===== config.mk =====
export PLATFORM = sky130hd
export DESIGN_NAME = json_byte_stream_tokenizer
export DESIGN_NICKNAME = d
export VERILOG_FILES = /design/src/rtl/jbst_pkg.sv /design/src/rtl/jbst_core.sv /design/src/rtl/json_byte_stream_tokenizer.sv
export SDC_FILE = /design/constraint.sdc
export NUM_CORES = 1
export LEC_CHECK = 0
export BUFFER_PORTS_ARGS = -buffer_cell sky130_fd_sc_hd__buf_4
export CORE_MARGIN = 2
export CORE_UTILIZATION = 30
export DETAILED_ROUTE_END_ITERATION = 10
export PLACE_DENSITY_LB_ADDON = 0.15
export REMOVE_ABC_BUFFERS = 1
export SLEW_MARGIN = 10
export SYNTH_ARGS = -nofsm -noshare
export SYNTH_HDL_FRONTEND = slang
export SYNTH_HIERARCHICAL = 1
export SYNTH_SLANG_ARGS = --single-unit

===== constraint.sdc =====
create_clock -name clk -period 4.96 [get_ports clk]
set_clock_uncertainty 0.2 [all_clocks]
set_input_delay 0.496 -clock clk [delete_from_list [all_inputs] [get_ports clk]]
set_output_delay 0.496 -clock clk [all_outputs]
set_load 0.03 [all_outputs]

===== src/rtl/jbst_pkg.sv =====
package jbst_pkg;

    localparam int POSITION_BITS = 16;
    localparam int OUT_BITS      = 16;
    localparam int MAX_RESULTS   = 4;
    localparam int CNT_BITS      = 3;

    typedef logic [POSITION_BITS-1:0] pos_t;

    typedef enum logic [4:0] {
        M_IDLE, M_SLASH, M_COMMENT, M_STR, M_ESC, M_HEX1, M_SURR_BS, M_SURR_U,
        M_HEX2, M_NUM_SIGN, M_NUM_DIGITS, M_NUM_FRAC, M_NUM_EXP, M_NUM_EXPSIGN,
        M_IDENT, M_HALT
    } mode_t;

    localparam logic [1:0] REC_DATA  = 2'd0;
    localparam logic [1:0] REC_TOKEN = 2'd1;
    localparam logic [1:0] REC_ERROR = 2'd2;

    localparam logic [3:0] TK_END    = 4'd0;
    localparam logic [3:0] TK_STRING = 4'd1;
    localparam logic [3:0] TK_INT    = 4'd2;
    localparam logic [3:0] TK_FLOAT  = 4'd3;
    localparam logic [3:0] TK_BOOL   = 4'd4;
    localparam logic [3:0] TK_NULL   = 4'd5;
    localparam logic [3:0] TK_COMMA  = 4'd6;
    localparam logic [3:0] TK_COLON  = 4'd7;
    localparam logic [3:0] TK_LBRACE = 4'd8;
    localparam logic [3:0] TK_RBRACE = 4'd9;
    localparam logic [3:0] TK_LBRACK = 4'd10;
    localparam logic [3:0] TK_RBRACK = 4'd11;

    localparam logic [3:0] ER_NONE    = 4'd0;
    localparam logic [3:0] ER_COMMENT = 4'd1;
    localparam logic [3:0] ER_HEX     = 4'd2;
    localparam logic [3:0] ER_SURR    = 4'd3;
    localparam logic [3:0] ER_UNICODE = 4'd4;
    localparam logic [3:0] ER_STRING  = 4'd5;
    localparam logic [3:0] ER_ESCAPE  = 4'd6;
    localparam logic [3:0] ER_DIGIT   = 4'd7;
    localparam logic [3:0] ER_EXP2    = 4'd8;
    localparam logic [3:0] ER_POINT   = 4'd9;
    localparam logic [3:0] ER_NUMCHAR = 4'd10;
    localparam logic [3:0] ER_CHAR    = 4'd11;
    localparam logic [3:0] ER_IDENT   = 4'd12;

    localparam logic [0:0] CFG_ALLOW_COMMENTS = 1'b0;
    localparam logic [0:0] CFG_ALLOW_ESCAPE_E = 1'b1;

    typedef struct packed {
        logic [1:0]          kind;
        logic [3:0]          tok;
        logic [7:0]          data;
        logic                bv;
        logic [OUT_BITS-1:0] row;
        logic [OUT_BITS-1:0] col;
        logic [3:0]          err;
    } rec_t;

    typedef struct packed {
        logic [CNT_BITS-1:0] count;
        rec_t [MAX_RESULTS-1:0] recs;
    } batch_t;

    function automatic logic [OUT_BITS-1:0] clip(input pos_t v);
        if (POSITION_BITS > OUT_BITS && (v >> OUT_BITS) != '0)
            return '1;
        return OUT_BITS'(v);
    endfunction

    function automatic logic is_digit(input logic [7:0] c);
        return c >= "0" && c <= "9";
    endfunction

    function automatic logic is_alpha(input logic [7:0] c);
        return (c >= "a" && c <= "z") || (c >= "A" && c <= "Z");
    endfunction

    function automatic logic is_space(input logic [7:0] c);
        return c == " " || (c >= 8'd9 && c <= 8'd13);
    endfunction

endpackage


===== src/rtl/jbst_core.sv =====
module jbst_core (
    input  logic              clk,
    input  logic              rst_n,
    input  logic              step,
    input  logic [7:0]        in_byte,
    input  logic              in_end,
    input  logic              allow_comments,
    input  logic              allow_escape_e,
    output jbst_pkg::batch_t  batch
);
    import jbst_pkg::*;

    mode_t       mode_reg, mode_next;
    pos_t        row_reg, row_next, col_reg, col_next;
    pos_t        srow_reg, srow_next, scol_reg, scol_next;
    pos_t        ecol_reg, ecol_next;
    logic [15:0] hacc_reg, hacc_next, hsur_reg, hsur_next;
    logic [1:0]  hcnt_reg, hcnt_next;
    logic [1:0]  nflg_reg, nflg_next;
    logic [3:0]  kw_reg, kw_next;
    logic        star_reg, star_next;

    // Keyword matcher: state is position in "null","true","false" chain
    function automatic logic [3:0] kw_step(input logic [3:0] m, input logic [7:0] c);
        logic [7:0] want;
        want = 8'd0;
        case (m)
            4'd1:  want = "u";
            4'd2:  want = "l";
            4'd3:  want = "l";
            4'd5:  want = "r";
            4'd6:  want = "u";
            4'd7:  want = "e";
            4'd9:  want = "a";
            4'd10: want = "l";
            4'd11: want = "s";
            4'd12: want = "e";
            default: want = 8'd0;
        endcase
        if (want != 8'd0 && want == c)
            return m + 4'd1;
        return 4'd0;
    endfunction

    always_comb
    begin
        logic [7:0]  b;
        logic [3:0]  bt;
        logic [3:0]  hv;
        logic        hok;
        logic [15:0] acc;
        logic [20:0] cp;
        logic        do_idle;
        logic        do_utf;
        logic        fin_ok;
        logic        dead;

        mode_next = mode_reg;
        row_next  = row_reg;
        col_next  = col_reg;
        srow_next = srow_reg;
        scol_next = scol_reg;
        ecol_next = ecol_reg;
        hacc_next = hacc_reg;
        hsur_next = hsur_reg;
        hcnt_next = hcnt_reg;
        nflg_next = nflg_reg;
        kw_next   = kw_reg;
        star_next = star_reg;
        batch     = '0;
        b         = in_byte;
        bt        = TK_END;
        hv        = 4'd0;
        hok       = 1'b1;
        acc       = 16'd0;
        cp        = 21'd0;
        do_idle   = 1'b0;
        do_utf    = 1'b0;
        fin_ok    = 1'b1;
        dead      = 1'b0;

        if (b >= "0" && b <= "9")      hv = 4'(b - "0");
        else if (b >= "a" && b <= "f") hv = 4'(b - "a" + 8'd10);
        else if (b >= "A" && b <= "F") hv = 4'(b - "A" + 8'd10);
        else                           hok = 1'b0;
        acc = {hacc_reg[11:0], hv};

        if (in_end) begin
            case (mode_reg)
                M_IDLE: ;
                M_SLASH: begin
                    batch.recs[0] = '{REC_ERROR, TK_END, 8'd0, 1'b0, clip(srow_reg),
                                      clip(scol_reg), ER_CHAR};
                    dead = 1'b1;
                end
                M_COMMENT: begin
                    batch.recs[0] = '{REC_ERROR, TK_END, 8'd0, 1'b0, clip(srow_reg),
                                      clip(scol_reg), ER_COMMENT};
                    dead = 1'b1;
                end
                M_STR, M_ESC: begin
                    batch.recs[0] = '{REC_ERROR, TK_END, 8'd0, 1'b0, clip(srow_reg),
                                      clip(scol_reg), ER_STRING};
                    dead = 1'b1;
                end
                M_HEX1, M_HEX2: begin
                    batch.recs[0] = '{REC_ERROR, TK_END, 8'd0, 1'b0, clip(row_reg),
                                      clip(col_reg), ER_HEX};
                    dead = 1'b1;
                end
                M_SURR_BS: begin
                    batch.recs[0] = '{REC_ERROR, TK_END, 8'd0, 1'b0, clip(srow_reg),
                                      clip(scol_reg), ER_SURR};
                    dead = 1'b1;
                end
                M_SURR_U: begin
                    batch.recs[0] = '{REC_ERROR, TK_END, 8'd0, 1'b0, clip(row_reg),
                                      clip(ecol_reg), ER_UNICODE};
                    dead = 1'b1;
                end
                M_NUM_SIGN, M_NUM_FRAC, M_NUM_EXP, M_NUM_EXPSIGN: begin
                    batch.recs[0] = '{REC_ERROR, TK_END, 8'd0, 1'b0, clip(row_reg),
                                      clip(col_reg), ER_DIGIT};
                    dead = 1'b1;
                end
                M_NUM_DIGITS: begin
                    batch.recs[0] = '{REC_TOKEN, (nflg_reg != 2'd0) ? TK_FLOAT : TK_INT,
                                      8'd0, 1'b0, clip(srow_reg), clip(scol_reg), ER_NONE};
                    batch.count = 3'd1;
                end
                M_IDENT: begin
                    if (kw_reg == 4'd4)
                        batch.recs[0] = '{REC_TOKEN, TK_NULL, 8'd0, 1'b0, clip(srow_reg),
                                          clip(scol_reg), ER_NONE};
                    else if (kw_reg == 4'd8 || kw_reg == 4'd13)
                        batch.recs[0] = '{REC_TOKEN, TK_BOOL, 8'd0, kw_reg == 4'd8,
                                          clip(srow_reg), clip(scol_reg), ER_NONE};
                    else begin
                        batch.recs[0] = '{REC_ERROR, TK_END, 8'd0, 1'b0, clip(srow_reg),
                                          clip(scol_reg), ER_IDENT};
                        dead = 1'b1;
                    end
                    batch.count = 3'd1;
                end
                default: dead = 1'b1;
            endcase
            if (dead) begin
                batch.count = (mode_reg == M_HALT) ? 3'd0 : 3'd1;
            end else begin
                batch.recs[batch.count[1:0]] = '{REC_TOKEN, TK_END, 8'd0, 1'b0, clip(row_reg),
                                                 clip(col_reg), ER_NONE};
                batch.count = batch.count + 3'd1;
            end
            mode_next = M_IDLE;
            row_next  = pos_t'(1);
            col_next  = pos_t'(1);
            srow_next = pos_t'(1);
            scol_next = pos_t'(1);
            ecol_next = pos_t'(1);
            hacc_next = 16'd0;
            hsur_next = 16'd0;
            hcnt_next = 2'd0;
            nflg_next = 2'd0;
            kw_next   = 4'd0;
            star_next = 1'b0;
        end else begin
            case (mode_reg)
                M_IDLE: do_idle = 1'b1;
                M_SLASH:
                    if (b == "*") begin
                        mode_next = M_COMMENT;
                        star_next = 1'b0;
                    end else begin
                        batch.recs[0] = '{REC_ERROR, TK_END, 8'd0, 1'b0, clip(srow_reg),
                                          clip(scol_reg), ER_CHAR};
                        batch.count = 3'd1;
                        mode_next = M_HALT;
                    end
                M_COMMENT:
                    if (star_reg && b == "/") mode_next = M_IDLE;
                    else star_next = (b == "*");
                M_STR:
                    if (b == "\"") begin
                        batch.recs[0] = '{REC_TOKEN, TK_STRING, 8'd0, 1'b0, clip(srow_reg),
                                          clip(scol_reg), ER_NONE};
                        batch.count = 3'd1;
                        mode_next = M_IDLE;
                    end else if (b == 8'h0A) begin
                        batch.recs[0] = '{REC_ERROR, TK_END, 8'd0, 1'b0, clip(srow_reg),
                                          clip(scol_reg), ER_STRING};
                        batch.count = 3'd1;
                        mode_next = M_HALT;
                    end else if (b == "\\") begin
                        ecol_next = col_reg;
                        mode_next = M_ESC;
                    end else begin
                        batch.recs[0] = '{REC_DATA, TK_END, b, 1'b0, clip(row_reg),
                                          clip(col_reg), ER_NONE};
                        batch.count = 3'd1;
                    end
                M_ESC: begin
                    logic [7:0] e;
                    logic       ok;
                    e  = b;
                    ok = 1'b1;
                    case (b)
                        "\"", "\\", "/": e = b;
                        "b": e = 8'h08;
                        "f": e = 8'h0C;
                        "n": e = 8'h0A;
                        "r": e = 8'h0D;
                        "t": e = 8'h09;
                        "e": begin
                            e  = 8'h1B;
                            ok = allow_escape_e;
                        end
                        default: ok = 1'b0;
                    endcase
                    if (b == "u") begin
                        hacc_next = 16'd0;
                        hcnt_next = 2'd0;
                        mode_next = M_HEX1;
                    end else if (b == 8'h0A) begin
                        batch.recs[0] = '{REC_ERROR, TK_END, 8'd0, 1'b0, clip(srow_reg),
                                          clip(scol_reg), ER_STRING};
                        batch.count = 3'd1;
                        mode_next = M_HALT;
                    end else if (!ok) begin
                        batch.recs[0] = '{REC_ERROR, TK_END, 8'd0, 1'b0, clip(row_reg),
                                          clip(ecol_reg), ER_ESCAPE};
                        batch.count = 3'd1;
                        mode_next = M_HALT;
                    end else begin
                        batch.recs[0] = '{REC_DATA, TK_END, e, 1'b0, clip(row_reg),
                                          clip(col_reg), ER_NONE};
                        batch.count = 3'd1;
                        mode_next = M_STR;
                    end
                end
                M_HEX1, M_HEX2:
                    if (!hok) begin
                        batch.recs[0] = '{REC_ERROR, TK_END, 8'd0, 1'b0, clip(row_reg),
                                          clip(col_reg), ER_HEX};
                        batch.count = 3'd1;
                        mode_next = M_HALT;
                    end else begin
                        hacc_next = acc;
                        if (hcnt_reg != 2'd3) hcnt_next = hcnt_reg + 2'd1;
                        else begin
                            hcnt_next = 2'd0;
                            if (mode_reg == M_HEX1) begin
                                if (acc >= 16'hD800 && acc <= 16'hDBFF) begin
                                    hsur_next = acc;
                                    mode_next = M_SURR_BS;
                                end else begin
                                    cp = {5'd0, acc};
                                    do_utf = 1'b1;
                                    mode_next = M_STR;
                                end
                            end else if (acc < 16'hDC00 || acc > 16'hDFFF) begin
                                batch.recs[0] = '{REC_ERROR, TK_END, 8'd0, 1'b0, clip(row_reg),
                                                  clip(ecol_reg), ER_UNICODE};
                                batch.count = 3'd1;
                                mode_next = M_HALT;
                            end else begin
                                cp = 21'h10000 + {1'b0, hsur_reg[9:0], acc[9:0]};
                                do_utf = 1'b1;
                                mode_next = M_STR;
                            end
                        end
                    end
                M_SURR_BS:
                    if (b == "\\") mode_next = M_SURR_U;
                    else begin
                        batch.recs[0] = '{REC_ERROR, TK_END, 8'd0, 1'b0, clip(row_reg),
                                          clip(ecol_reg), ER_UNICODE};
                        batch.count = 3'd1;
                        mode_next = M_HALT;
                    end
                M_SURR_U:
                    if (b == "u") begin
                        hacc_next = 16'd0;
                        hcnt_next = 2'd0;
                        mode_next = M_HEX2;
                    end else begin
                        batch.recs[0] = '{REC_ERROR, TK_END, 8'd0, 1'b0, clip(row_reg),
                                          clip(ecol_reg), ER_UNICODE};
                        batch.count = 3'd1;
                        mode_next = M_HALT;
                    end
                M_NUM_SIGN, M_NUM_FRAC, M_NUM_EXPSIGN, M_NUM_EXP:
                    if (is_digit(b) || (mode_reg == M_NUM_EXP && (b == "+" || b == "-"))) begin
                        batch.recs[0] = '{REC_DATA, TK_END, b, 1'b0, clip(row_reg),
                                          clip(col_reg), ER_NONE};
                        batch.count = 3'd1;
                        mode_next = is_digit(b) ? M_NUM_DIGITS : M_NUM_EXPSIGN;
                    end else begin
                        batch.recs[0] = '{REC_ERROR, TK_END, 8'd0, 1'b0, clip(row_reg),
                                          clip(col_reg), ER_DIGIT};
                        batch.count = 3'd1;
                        mode_next = M_HALT;
                    end
                M_NUM_DIGITS:
                    if (is_digit(b)) begin
                        batch.recs[0] = '{REC_DATA, TK_END, b, 1'b0, clip(row_reg),
                                          clip(col_reg), ER_NONE};
                        batch.count = 3'd1;
                    end else if (b == "e" || b == "E") begin
                        if (nflg_reg[1]) begin
                            batch.recs[0] = '{REC_ERROR, TK_END, 8'd0, 1'b0, clip(row_reg),
                                              clip(col_reg), ER_EXP2};
                            mode_next = M_HALT;
                        end else begin
                            batch.recs[0] = '{REC_DATA, TK_END, b, 1'b0, clip(row_reg),
                                              clip(col_reg), ER_NONE};
                            nflg_next = nflg_reg | 2'b10;
                            mode_next = M_NUM_EXP;
                        end
                        batch.count = 3'd1;
                    end else if (b == ".") begin
                        if (nflg_reg != 2'd0) begin
                            batch.recs[0] = '{REC_ERROR, TK_END, 8'd0, 1'b0, clip(row_reg),
                                              clip(col_reg), ER_POINT};
                            mode_next = M_HALT;
                        end else begin
                            batch.recs[0] = '{REC_DATA, TK_END, b, 1'b0, clip(row_reg),
                                              clip(col_reg), ER_NONE};
                            nflg_next = 2'b01;
                            mode_next = M_NUM_FRAC;
                        end
                        batch.count = 3'd1;
                    end else if (b == "-" || is_alpha(b)) begin
                        batch.recs[0] = '{REC_ERROR, TK_END, 8'd0, 1'b0, clip(row_reg),
                                          clip(col_reg), ER_NUMCHAR};
                        batch.count = 3'd1;
                        mode_next = M_HALT;
                    end else begin
                        batch.recs[0] = '{REC_TOKEN, (nflg_reg != 2'd0) ? TK_FLOAT : TK_INT,
                                          8'd0, 1'b0, clip(srow_reg), clip(scol_reg), ER_NONE};
                        batch.count = 3'd1;
                        mode_next = M_IDLE;
                        do_idle = 1'b1;
                    end
                M_IDENT:
                    if (is_alpha(b) || is_digit(b)) kw_next = kw_step(kw_reg, b);
                    else begin
                        if (kw_reg == 4'd4)
                            batch.recs[0] = '{REC_TOKEN, TK_NULL, 8'd0, 1'b0, clip(srow_reg),
                                              clip(scol_reg), ER_NONE};
                        else if (kw_reg == 4'd8 || kw_reg == 4'd13)
                            batch.recs[0] = '{REC_TOKEN, TK_BOOL, 8'd0, kw_reg == 4'd8,
                                              clip(srow_reg), clip(scol_reg), ER_NONE};
                        else begin
                            batch.recs[0] = '{REC_ERROR, TK_END, 8'd0, 1'b0, clip(srow_reg),
                                              clip(scol_reg), ER_IDENT};
                            fin_ok = 1'b0;
                            mode_next = M_HALT;
                        end
                        batch.count = 3'd1;
                        if (fin_ok) begin
                            mode_next = M_IDLE;
                            do_idle = 1'b1;
                        end
                    end
                default: mode_next = M_HALT;
            endcase

            // Expand a code point into UTF-8 bytes
            if (do_utf && cp != 21'd0) begin
                if (cp <= 21'h7F) begin
                    batch.recs[0] = '{REC_DATA, TK_END, cp[7:0], 1'b0, clip(row_reg),
                                      clip(col_reg), ER_NONE};
                    batch.count = 3'd1;
                end else if (cp <= 21'h7FF) begin
                    batch.recs[0] = '{REC_DATA, TK_END, 8'hC0 | {3'd0, cp[10:6]}, 1'b0,
                                      clip(row_reg), clip(col_reg), ER_NONE};
                    batch.recs[1] = '{REC_DATA, TK_END, 8'h80 | {2'd0, cp[5:0]}, 1'b0,
                                      clip(row_reg), clip(col_reg), ER_NONE};
                    batch.count = 3'd2;
                end else if (cp <= 21'hFFFF) begin
                    batch.recs[0] = '{REC_DATA, TK_END, 8'hE0 | {4'd0, cp[15:12]}, 1'b0,
                                      clip(row_reg), clip(col_reg), ER_NONE};
                    batch.recs[1] = '{REC_DATA, TK_END, 8'h80 | {2'd0, cp[11:6]}, 1'b0,
                                      clip(row_reg), clip(col_reg), ER_NONE};
                    batch.recs[2] = '{REC_DATA, TK_END, 8'h80 | {2'd0, cp[5:0]}, 1'b0,
                                      clip(row_reg), clip(col_reg), ER_NONE};
                    batch.count = 3'd3;
                end else begin
                    batch.recs[0] = '{REC_DATA, TK_END, 8'hF0 | {5'd0, cp[20:18]}, 1'b0,
                                      clip(row_reg), clip(col_reg), ER_NONE};
                    batch.recs[1] = '{REC_DATA, TK_END, 8'h80 | {2'd0, cp[17:12]}, 1'b0,
                                      clip(row_reg), clip(col_reg), ER_NONE};
                    batch.recs[2] = '{REC_DATA, TK_END, 8'h80 | {2'd0, cp[11:6]}, 1'b0,
                                      clip(row_reg), clip(col_reg), ER_NONE};
                    batch.recs[3] = '{REC_DATA, TK_END, 8'h80 | {2'd0, cp[5:0]}, 1'b0,
                                      clip(row_reg), clip(col_reg), ER_NONE};
                    batch.count = 3'd4;
                end
            end

            // Handle a byte between tokens, possibly after a finished token
            if (do_idle && !is_space(b)) begin
                case (b)
                    "{": bt = TK_LBRACE;
                    "}": bt = TK_RBRACE;
                    "[": bt = TK_LBRACK;
                    "]": bt = TK_RBRACK;
                    ",": bt = TK_COMMA;
                    ":": bt = TK_COLON;
                    default: bt = TK_END;
                endcase
                if (bt != TK_END) begin
                    srow_next = row_reg;
                    scol_next = col_reg;
                    batch.recs[batch.count[1:0]] = '{REC_TOKEN, bt, 8'd0, 1'b0,
                                                     clip(row_reg), clip(col_reg), ER_NONE};
                    batch.count = batch.count + 3'd1;
                end else if (b == "/" && allow_comments) begin
                    srow_next = row_reg;
                    scol_next = col_reg;
                    mode_next = M_SLASH;
                end else if (b == "\"") begin
                    srow_next = row_reg;
                    scol_next = col_reg;
                    mode_next = M_STR;
                end else if (b == "-" || is_digit(b)) begin
                    srow_next = row_reg;
                    scol_next = col_reg;
                    nflg_next = 2'd0;
                    batch.recs[batch.count[1:0]] = '{REC_DATA, TK_END, b, 1'b0,
                                                     clip(row_reg), clip(col_reg), ER_NONE};
                    batch.count = batch.count + 3'd1;
                    mode_next = (b == "-") ? M_NUM_SIGN : M_NUM_DIGITS;
                end else if (is_alpha(b)) begin
                    srow_next = row_reg;
                    scol_next = col_reg;
                    kw_next = (b == "n") ? 4'd1 : ((b == "t") ? 4'd5 :
                              ((b == "f") ? 4'd9 : 4'd0));
                    mode_next = M_IDENT;
                end else begin
                    batch.recs[batch.count[1:0]] = '{REC_ERROR, TK_END, 8'd0, 1'b0,
                                                     clip(row_reg), clip(col_reg), ER_CHAR};
                    batch.count = batch.count + 3'd1;
                    mode_next = M_HALT;
                end
            end

            // Advance the position counters, saturating
            if (b == 8'h0A) begin
                if (row_reg != '1) row_next = row_reg + pos_t'(1);
                col_next = pos_t'(1);
            end else if (col_reg != '1) begin
                col_next = col_reg + pos_t'(1);
            end
        end

        if (!step) begin
            mode_next = mode_reg;
            row_next  = row_reg;
            col_next  = col_reg;
            srow_next = srow_reg;
            scol_next = scol_reg;
            ecol_next = ecol_reg;
            hacc_next = hacc_reg;
            hsur_next = hsur_reg;
            hcnt_next = hcnt_reg;
            nflg_next = nflg_reg;
            kw_next   = kw_reg;
            star_next = star_reg;
        end
    end

    // Hold lexer state
    always_ff @(posedge clk or negedge rst_n)
    begin
        if (!rst_n) begin
            mode_reg <= M_IDLE;
            row_reg  <= pos_t'(1);
            col_reg  <= pos_t'(1);
            srow_reg <= pos_t'(1);
            scol_reg <= pos_t'(1);
            ecol_reg <= pos_t'(1);
            hacc_reg <= 16'd0;
            hsur_reg <= 16'd0;
            hcnt_reg <= 2'd0;
            nflg_reg <= 2'd0;
            kw_reg   <= 4'd0;
            star_reg <= 1'b0;
        end else begin
            mode_reg <= mode_next;
            row_reg  <= row_next;
            col_reg  <= col_next;
            srow_reg <= srow_next;
            scol_reg <= scol_next;
            ecol_reg <= ecol_next;
            hacc_reg <= hacc_next;
            hsur_reg <= hsur_next;
            hcnt_reg <= hcnt_next;
            nflg_reg <= nflg_next;
            kw_reg   <= kw_next;
            star_reg <= star_next;
        end
    end

endmodule


===== src/rtl/json_byte_stream_tokenizer.sv =====
// The first result of a request is registered and appears in the cycle after it is accepted.
// Throughput: one byte per cycle while in_stall is low; a byte that yields n results (up to four)
// occupies the result buffer until the single output port has passed all n of them out.
// Reset: lexer idle at row 1 column 1, both options enabled, no results held.
module json_byte_stream_tokenizer (
    input  logic        clk,
    input  logic        rst_n,
    input  logic        in_valid,
    output logic        in_stall,
    input  logic [7:0]  text_byte,
    input  logic        end_of_text,
    input  logic        cfg_valid,
    output logic        cfg_ready,
    input  logic [0:0]  cfg_index,
    input  logic [0:0]  cfg_data,
    output logic        out_valid,
    input  logic        out_stall,
    output logic [1:0]  record_kind,
    output logic [3:0]  token_kind,
    output logic [7:0]  data_byte,
    output logic        bool_value,
    output logic [15:0] position_row,
    output logic [15:0] position_column,
    output logic [3:0]  error_code,
    output logic        last_of_run
);
    import jbst_pkg::*;

    logic   allow_comments_reg, allow_escape_e_reg;
    batch_t batch, buf_reg, buf_next;
    logic [CNT_BITS-1:0] idx_reg, idx_next;
    logic   step, pop, buf_busy;

    jbst_core u_core (
        .clk            (clk),
        .rst_n          (rst_n),
        .step           (step),
        .in_byte        (text_byte),
        .in_end         (end_of_text),
        .allow_comments (allow_comments_reg),
        .allow_escape_e (allow_escape_e_reg),
        .batch          (batch)
    );

    // Accept a request when the buffer is empty or drains this cycle
    assign buf_busy  = idx_reg < buf_reg.count;
    assign pop       = buf_busy && !out_stall;
    assign in_stall  = buf_busy && !(pop && idx_reg + 3'd1 == buf_reg.count);
    assign step      = in_valid && !in_stall;
    assign cfg_ready = 1'b1;

    always_comb
    begin
        buf_next = buf_reg;
        idx_next = idx_reg;
        if (pop) idx_next = idx_reg + 3'd1;
        if (step) begin
            buf_next = batch;
            idx_next = '0;
        end
    end

    // Hold the result batch and the option registers
    always_ff @(posedge clk or negedge rst_n)
    begin
        if (!rst_n) begin
            buf_reg            <= '0;
            idx_reg            <= '0;
            allow_comments_reg <= 1'b1;
            allow_escape_e_reg <= 1'b1;
        end else begin
            buf_reg <= buf_next;
            idx_reg <= idx_next;
            if (cfg_valid && cfg_index == CFG_ALLOW_COMMENTS) allow_comments_reg <= cfg_data[0];
            if (cfg_valid && cfg_index == CFG_ALLOW_ESCAPE_E) allow_escape_e_reg <= cfg_data[0];
        end
    end

    assign out_valid       = buf_busy;
    assign record_kind     = buf_reg.recs[idx_reg[1:0]].kind;
    assign token_kind      = buf_reg.recs[idx_reg[1:0]].tok;
    assign data_byte       = buf_reg.recs[idx_reg[1:0]].data;
    assign bool_value      = buf_reg.recs[idx_reg[1:0]].bv;
    assign position_row    = buf_reg.recs[idx_reg[1:0]].row;
    assign position_column = buf_reg.recs[idx_reg[1:0]].col;
    assign error_code      = buf_reg.recs[idx_reg[1:0]].err;
    assign last_of_run     = (idx_reg + 3'd1 == buf_reg.count);

    a_count: assert property (@(posedge clk) disable iff (!rst_n)
        buf_reg.count <= 3'd4 && idx_reg <= buf_reg.count)
        else $error("result index beyond batch");
    a_last: assert property (@(posedge clk) disable iff (!rst_n)
        out_valid && !out_stall && !last_of_run |-> in_stall)
        else $error("request taken before batch drained");
    a_err: assert property (@(posedge clk) disable iff (!rst_n)
        out_valid && record_kind == REC_ERROR |-> last_of_run)
        else $error("error record not last");

endmodule

==> results of run 1 <==
-- cells in the mapped netlist, types with 6 or more instances --
cell type  instances  area share, %
a31oi_1            9           0.27
nor3_1            61            1.5
buf_6             18           0.97
nand3b_1           8           0.29
a221oi_1          21           0.88
and2_1            95            2.8
mux2_4           119            8.6
o211ai_1          12           0.43
o31ai_1           22           0.79
o22ai_1           13           0.39
ha_1              24            1.4
mux2_2            92            5.0
nor2_1           149            2.7
buf_2             26           0.62
nand4_1           29           0.87
dfrtp_1          321             38
o21ai_1           14           0.34
a21o_1             8           0.29
o221ai_1          16           0.67
inv_1             39           0.70
a32oi_1            6           0.25
a22oi_1           11           0.40
a211o_1            6           0.25
a221o_1           13           0.62
o21bai_1           7           0.25
nor4_1            15           0.45
dfstp_2            7           0.88
o21ai_0          118            2.8
or3_1             21           0.63
a211oi_1          15           0.54
o2bb2ai_1          6           0.25
nand2_1          216            3.9
mux4_2            52            5.6
a22o_1            31            1.3
and3_1            25           0.75
nand3_1           54            1.3
mux2i_1           10           0.48
xor2_1            15           0.63
xnor2_1           16           0.67
buf_4             20           0.72
nand2b_1          14           0.42
a21oi_1           69            1.7
clkbuf_1         111            2.0
nor2b_1           14           0.42
-- cell usage in the layout (no fill, tap or decap), types with 14 or more instances in the layout --
cell type and count:
a211oi_1 15, dfrtp_1 319, nor2_1 149, a22o_1 31
and3_1 25, xor2_1 15, nand2b_1 14, mux4_2 52
a221oi_1 21, o31ai_1 22, or3_1 21, xnor2_1 16
o221ai_1 16, mux2_4 119, ha_1 24, a21oi_1 69
nor4_1 15, o21ai_1 15, inv_1 38, nor3_1 61
o21ai_0 116, nand4_1 29, mux2_2 92, nor2b_1 14
buf_4 181, nand2_1 216, and2_1 95, clkbuf_16 42
nand3_1 54
-- worst min path at each step --
stage	to
6_report	allow_escape_e_reg
5_1_grt	allow_escape_e_reg
4_1_cts	allow_escape_e_reg
3_5_place_dp	u_core/srow_reg[7]
3_3_place_gp	u_core/srow_reg[15]
2_1_floorplan	buf_reg[0]
-- power groups by stage --
| stage | combinational, W | sequential [W] | clock [W] |
|---|---|---|---|
| 6_report | 0.00464 | 0.00328 | 0.00313 |
| 5_1_grt | 0.00497 | 0.00333 | 0.00334 |
| 4_1_cts | 0.00467 | 0.00329 | 0.00325 |
| 3_5_place_dp | 0.00465 | 0.00333 | 0 |
| 3_3_place_gp | 0.00463 | 0.00333 | 0 |
| 2_1_floorplan | 0.00283 | 0.00330 | 0 |
-- per-layer routing --
layer / global-route usage, % / vias up / routed length [um]
li1: - / 7758 / -
met1: 28.6 / 8635 / 33600
met2: 31.0 / 452 / 32400
met3: 2.47 / 108 / 3070
met4: 6.70 / 0 / 2040
met5: 0 / - / 0
-- metrics by stage --
step	hold slack, ns	TNS (ns)	setup slack, ns	total power, W
2_1_floorplan	0.000409	-2126.45	-9.70	0.00613
3_3_place_gp	0.251	0	0.316	0.00796
3_5_place_dp	0.258	0	0.183	0.00798
4_1_cts	0.0399	0	0.398	0.0112
5_1_grt	0.0791	0	0.0161	0.0116
6_report	0.0807	0	0.332	0.0110
-- logic make-up (layout without fill, tap and decap cells) --
| group | count (synthesis) | count (layout) |
|---|---|---|
| multiplexers | 273 | 273 |
| buffers and inverters | 221 | 310 |
| XOR/XNOR | 32 | 32 |
| other | 2 | 11 |
| AO/OA/AOI/OAI | 461 | 461 |
| flip-flops | 328 | 328 |
| adder cells (fa/ha/maj) | 24 | 24 |
| AND/OR/NAND/NOR | 738 | 738 |
-- repair_timing --
action / CTS / global route
hold endpoints to repair: 85 / 0
resized for setup: 0 / 0
setup buffers: 0 / 0
hold buffers: 3 / 0
endpoints found under the setup margin: 0 / 0
-- worst max-delay path: stages, from the launching register on --
cell	delay [ns]
dfrtp_1	0.49
or3b_1	0.48
nor2_1	0.35
o221ai_1	0.28
a311oi_2	0.44
o31ai_1	0.15
a31o_2	0.26
o2bb2ai_1	0.15
buf_4	0.17
inv_1	0.10
ha_1	0.22
inv_1	0.08
nor4_1	0.53
buf_4	0.27
a22oi_1	0.10
nor2_1	0.12
mux2_4	0.16
-- cell type report --
cell class | count | area (um2) | share of cell area (%)
Timing Repair Buffer | 193 | 1560 | 6.47
Tap cell | 931 | 1160 | 4.82
Inverter | 41 | 154 | 0.637
Clock buffer | 63 | 1240 | 5.13
Multi-Input combinational cell | 1538 | 11600 | 48.2
Sequential cell | 328 | 8220 | 34.0
Clock inverter | 13 | 165 | 0.684
Antenna cell | 1 | 2.50 | 0.0104
==> impl_metrics.env, run 1 <==
export IMPL_fin_area_um2=24200
export IMPL_synth_top_family_by_area="multiplexers"
export IMPL_synth_simple_area_share_pct=17.7
export IMPL_startpoint_type="register"
export IMPL_clock_sinks=328
export IMPL_comb_power_share_pct=42.0
export IMPL_async_flop_share_pct=100
export IMPL_clk_latency_ns=0.57
export IMPL_final_cells=3108
export IMPL_num_io_pins=71
export IMPL_setup_viol_count_final=0
export IMPL_power_frac_clock_pct=28.3
export IMPL_synth_compound_area_share_pct=15.3
export IMPL_cp_startpoint="u_core/mode_reg[2]"
export IMPL_rsz0062_at_grt="no"
export IMPL_core_area_um2=68700
export IMPL_syn2layout_area_growth_pct=15.7
export IMPL_postRouteWirelength_mm=71.1
export IMPL_ys_seq_area_share_pct=39.3
export IMPL_crit_arrival_ns=4.93
export IMPL_synth_seq_cells=328
export IMPL_gr_total_overflow=0
export IMPL_status="completed"
export IMPL_worstReg2RegStart="u_core/mode_reg[2]"
export IMPL_switching_share_pct=39.8
export IMPL_wl_per_cell_um=22.9
export IMPL_synth_xor_area_share_pct=1.41
export IMPL_hold_path_startpoint="cfg_index"
export IMPL_synth_edf_count=0
export IMPL_synth_cells=2079
export IMPL_htree_levels=2
export IMPL_pwr_density_cell_nw_per_um2=457
export IMPL_die_x_um=268
export IMPL_antenna_found_initial=1
export IMPL_largest_reg_flops=207
export IMPL_cts_root_buf="clkbuf_16"
export IMPL_reg2reg_slack_ns=0.33
export IMPL_hpwl_mm=49.0
export IMPL_drtIter0Drc=1399
export IMPL_relSlewSlack_pct=30.5
export IMPL_worstPathRequired_ns=5.26
export IMPL_clk_pin_slew_ns=0.06
export IMPL_fillers=6976
export IMPL_first_pass_iters=6
export IMPL_peakVddDrop_uv=361
export IMPL_endpoint="buf_reg[194]"
export IMPL_synthAdderAreaFrac_pct=1.44
export IMPL_grt_pass1_wl_mm=110
export IMPL_first_global_vias=17300
export IMPL_whs_path_depth=3
export IMPL_io_buffers=69
export IMPL_path_max_fanout=8
export IMPL_vias=17000
export IMPL_drive_gt1_share_pct=26.0
export IMPL_p_switching_w=0.00440
export IMPL_place_area_um2=22700
export IMPL_worst_r2r_endpoint="buf_reg[194]"
export IMPL_utilization_pct=35.2
export IMPL_cts_buffers=42
export IMPL_syn_area_per_cell_um2=10.0
export IMPL_endpoint_kind="register"
export IMPL_intPower_w=0.00665
export IMPL_slew_violations=0
export IMPL_fin_crit_sh_pct=93.3
export IMPL_synth_warnings=6
export IMPL_gp_congestion=0.957
export IMPL_max_freq_mhz=216
export IMPL_ys_types=99
export IMPL_cts_tree="yes"
export IMPL_grt_util_all_layers_pct=19.9
export IMPL_num_rows=96
export IMPL_rr_worst_depth=16
export IMPL_ys_flop_type="dfrtp_1"
export IMPL_pwr_share_seq_pct=29.7
export IMPL_start_util_pct=30.4
export IMPL_worst_pin_slew_ns=1.04
export IMPL_hold_viol_final=0
export IMPL_cts_buffer_depth=3
export IMPL_path_class="reg -> reg"
export IMPL_die_h_um=268
export IMPL_hold_path_class="in -> reg"
export IMPL_muxShareOfSynthArea_pct=19.6
export IMPL_min_period_ns=4.63
export IMPL_leakage_nw=10.5
export IMPL_drv_cap=0
export IMPL_nets=2184
export IMPL_grt_max_degree=114
export IMPL_via_per_inst=5.45
export IMPL_ant_nets=0
export IMPL_syn_area_um2=20900
export IMPL_placed_cells=3028
export IMPL_die_area_um2=71700
export IMPL_drcViolationCount=0
No activity file was read; power rests on OpenSTA's default activity.
==> inputs of run 2 (changes only) <==
Settings changed: REMOVE_ABC_BUFFERS 1 to unset.
==> impl_metrics.env, run 2 (same netlist as run 1, synthesis figures left out) <==
export IMPL_antenna_found_initial=2
export IMPL_syn2layout_area_growth_pct=16.0
export IMPL_cts_buffers=42
export IMPL_fin_hold_ws_ns=0.0648
export IMPL_cts_buffer_depth=3
export IMPL_cts_root_buf="clkbuf_16"
export IMPL_hold_path_startpoint="cfg_index"
export IMPL_finalPower_w=0.0111
export IMPL_path_class="reg -> reg"
export IMPL_diodes=0
export IMPL_hold_viol_final=0
export IMPL_clock_sinks=328
export IMPL_die_area_um2=71700
export IMPL_grt_pass1_wl_mm=112
export IMPL_cp_cell_sequence="or3b_1 > nor2_1 > o221ai_1 > a311oi_2 > o31a_1 > nor2_1 > nor2_1 > nand2_1 > buf_4 > inv_1 > ha_1 > inv_1 > ha_1 > or3_1 > a21oi_1 > mux2_2"
export IMPL_fillers=6994
export IMPL_num_rows=96
export IMPL_multi_input_area_um2=11700
export IMPL_clk_pin_slew_ns=0.05
export IMPL_start_util_pct=30.4
export IMPL_utilization_pct=35.2
export IMPL_reg2reg_slack_ns=0.26
export IMPL_worst_pin_slew_ns=1.05
export IMPL_rr_worst_depth=16
export IMPL_die_x_um=268
export IMPL_die_h_um=268
export IMPL_min_period_ns=4.70
export IMPL_gr_total_overflow=0
export IMPL_worst_r2r_endpoint="buf_reg[206]"
export IMPL_gp_congestion=0.953
export IMPL_final_cells=3108
export IMPL_fin_crit_sh_pct=94.8
export IMPL_path_max_fanout=6
export IMPL_worstReg2RegStart="u_core/mode_reg[4]"
export IMPL_postRouteWirelength_mm=73.1
export IMPL_htree_levels=2
export IMPL_crit_path_frequent_cell="nor2_1"
export IMPL_via_per_inst=5.49
export IMPL_nets=2183
export IMPL_num_io_pins=71
export IMPL_rsz0062_at_grt="no"
export IMPL_setup_viol_count_final=0
export IMPL_hold_path_class="in -> reg"
export IMPL_startpoint_type="register"
export IMPL_relSlewSlack_pct=29.4
export IMPL_cp_slowest_stage_delay_ns=0.53
export IMPL_pwr_density_cell_nw_per_um2=460
export IMPL_endpoint_kind="register"
export IMPL_status="completed"
export IMPL_totalNegativeSetupSlack_ns=0
export IMPL_drtIter0Drc=1419
export IMPL_grt_max_degree=113
export IMPL_placed_cells=3027
export IMPL_max_freq_mhz=213
export IMPL_first_pass_iters=7
export IMPL_wl_per_cell_um=23.5
export IMPL_drcViolationCount=0
export IMPL_crit_arrival_ns=5.01
export IMPL_endpoint="buf_reg[206]"
export IMPL_worstPathRequired_ns=5.27
export IMPL_leakage_nw=10.6
export IMPL_first_global_vias=17400
export IMPL_vias=17100
export IMPL_slew_violations=0
export IMPL_hpwl_mm=50.9
export IMPL_largest_reg_flops=207
export IMPL_cp_slowest_cell="or3b_1"
export IMPL_cp_startpoint="u_core/mode_reg[4]"
export IMPL_final_common_cell="dfrtp_1"
export IMPL_drv_cap=0
export IMPL_postCtsSetupRepairBufs=0
export IMPL_cts_tree="yes"
export IMPL_seqCellArea_um2=8220
export IMPL_core_area_um2=68700
export IMPL_clk_latency_ns=0.58
export IMPL_peakVddDrop_uv=405
export IMPL_drive_gt1_share_pct=26.3
export IMPL_ant_nets=0
export IMPL_grt_util_all_layers_pct=20.4
export IMPL_io_buffers=69
export IMPL_layout_common_cells="dfrtp_1 (319), nand2_1 (216), buf_4 (180)"
[run 2: routing by layer]
metal	vias up	routed length [um]	global-route usage, %
met3	139	3400	2.57
met4	0	2040	5.89
met1	8652	34200	29.0
met2	519	33400	32.6
met5	-	0	0
li1	7748	-	-
[run 2: through the flow]
step / setup slack, ns / area (um2)
floorplan: 0.211 / 20900
global placement: 0.110 / 22700
detailed placement: 0.0891 / 22700
CTS: 0.249 / 24200
global route: 0.0299 / 24200
finish: 0.257 / 24200
[run 2: cell type report]
type / instances / share of cell area, %
multi-input cells: 1538 / 48.1
clock buffers: 61 / 5.17
clock inverters: 17 / 0.868
repair buffers: 192 / 6.43
inverters: 41 / 0.635
well taps: 931 / 4.81
flip-flops and latches: 328 / 33.9
[run 2: how the worst min path moves through the flow]
| stage | endpoint | cells past startpoint | slack, ns |
|---|---|---|---|
| after floorplan | buf_reg[0] | 0 | 0.0004 |
| final | allow_escape_e_reg | 3 | 0.06 |
| after detailed placement | u_core/srow_reg[0] | 2 | 0.26 |
| after global routing | allow_escape_e_reg | 3 | 0.07 |
| after CTS | allow_escape_e_reg | 3 | 0.03 |
| after global placement | u_core/srow_reg[2] | 2 | 0.25 |
[run 2: what timing repair did]
action                                  4_1_cts  5_1_grt
hold buffers                                  3        0
hold endpoints to repair                    104        0
resized for setup                             0        2
endpoints found under the setup margin        0        2
[run 2: power by group]
part	leakage (nW)	switching [W]	total, W	internal (W)
clock network	0.711	0.00128	0.00320	0.00192
logic	5.36	0.00284	0.00465	0.00181
registers	4.49	0.000330	0.00330	0.00297
[run 2: worst max-delay path: cells and delay by family, from the launching register on]
kind            cells  cell delay (ns)
flops               1             0.38
buf+inv             3             0.35
mux                 1             0.18
simple gates        6             1.70
compound gates      4             1.27
fa+ha+maj           2             0.53
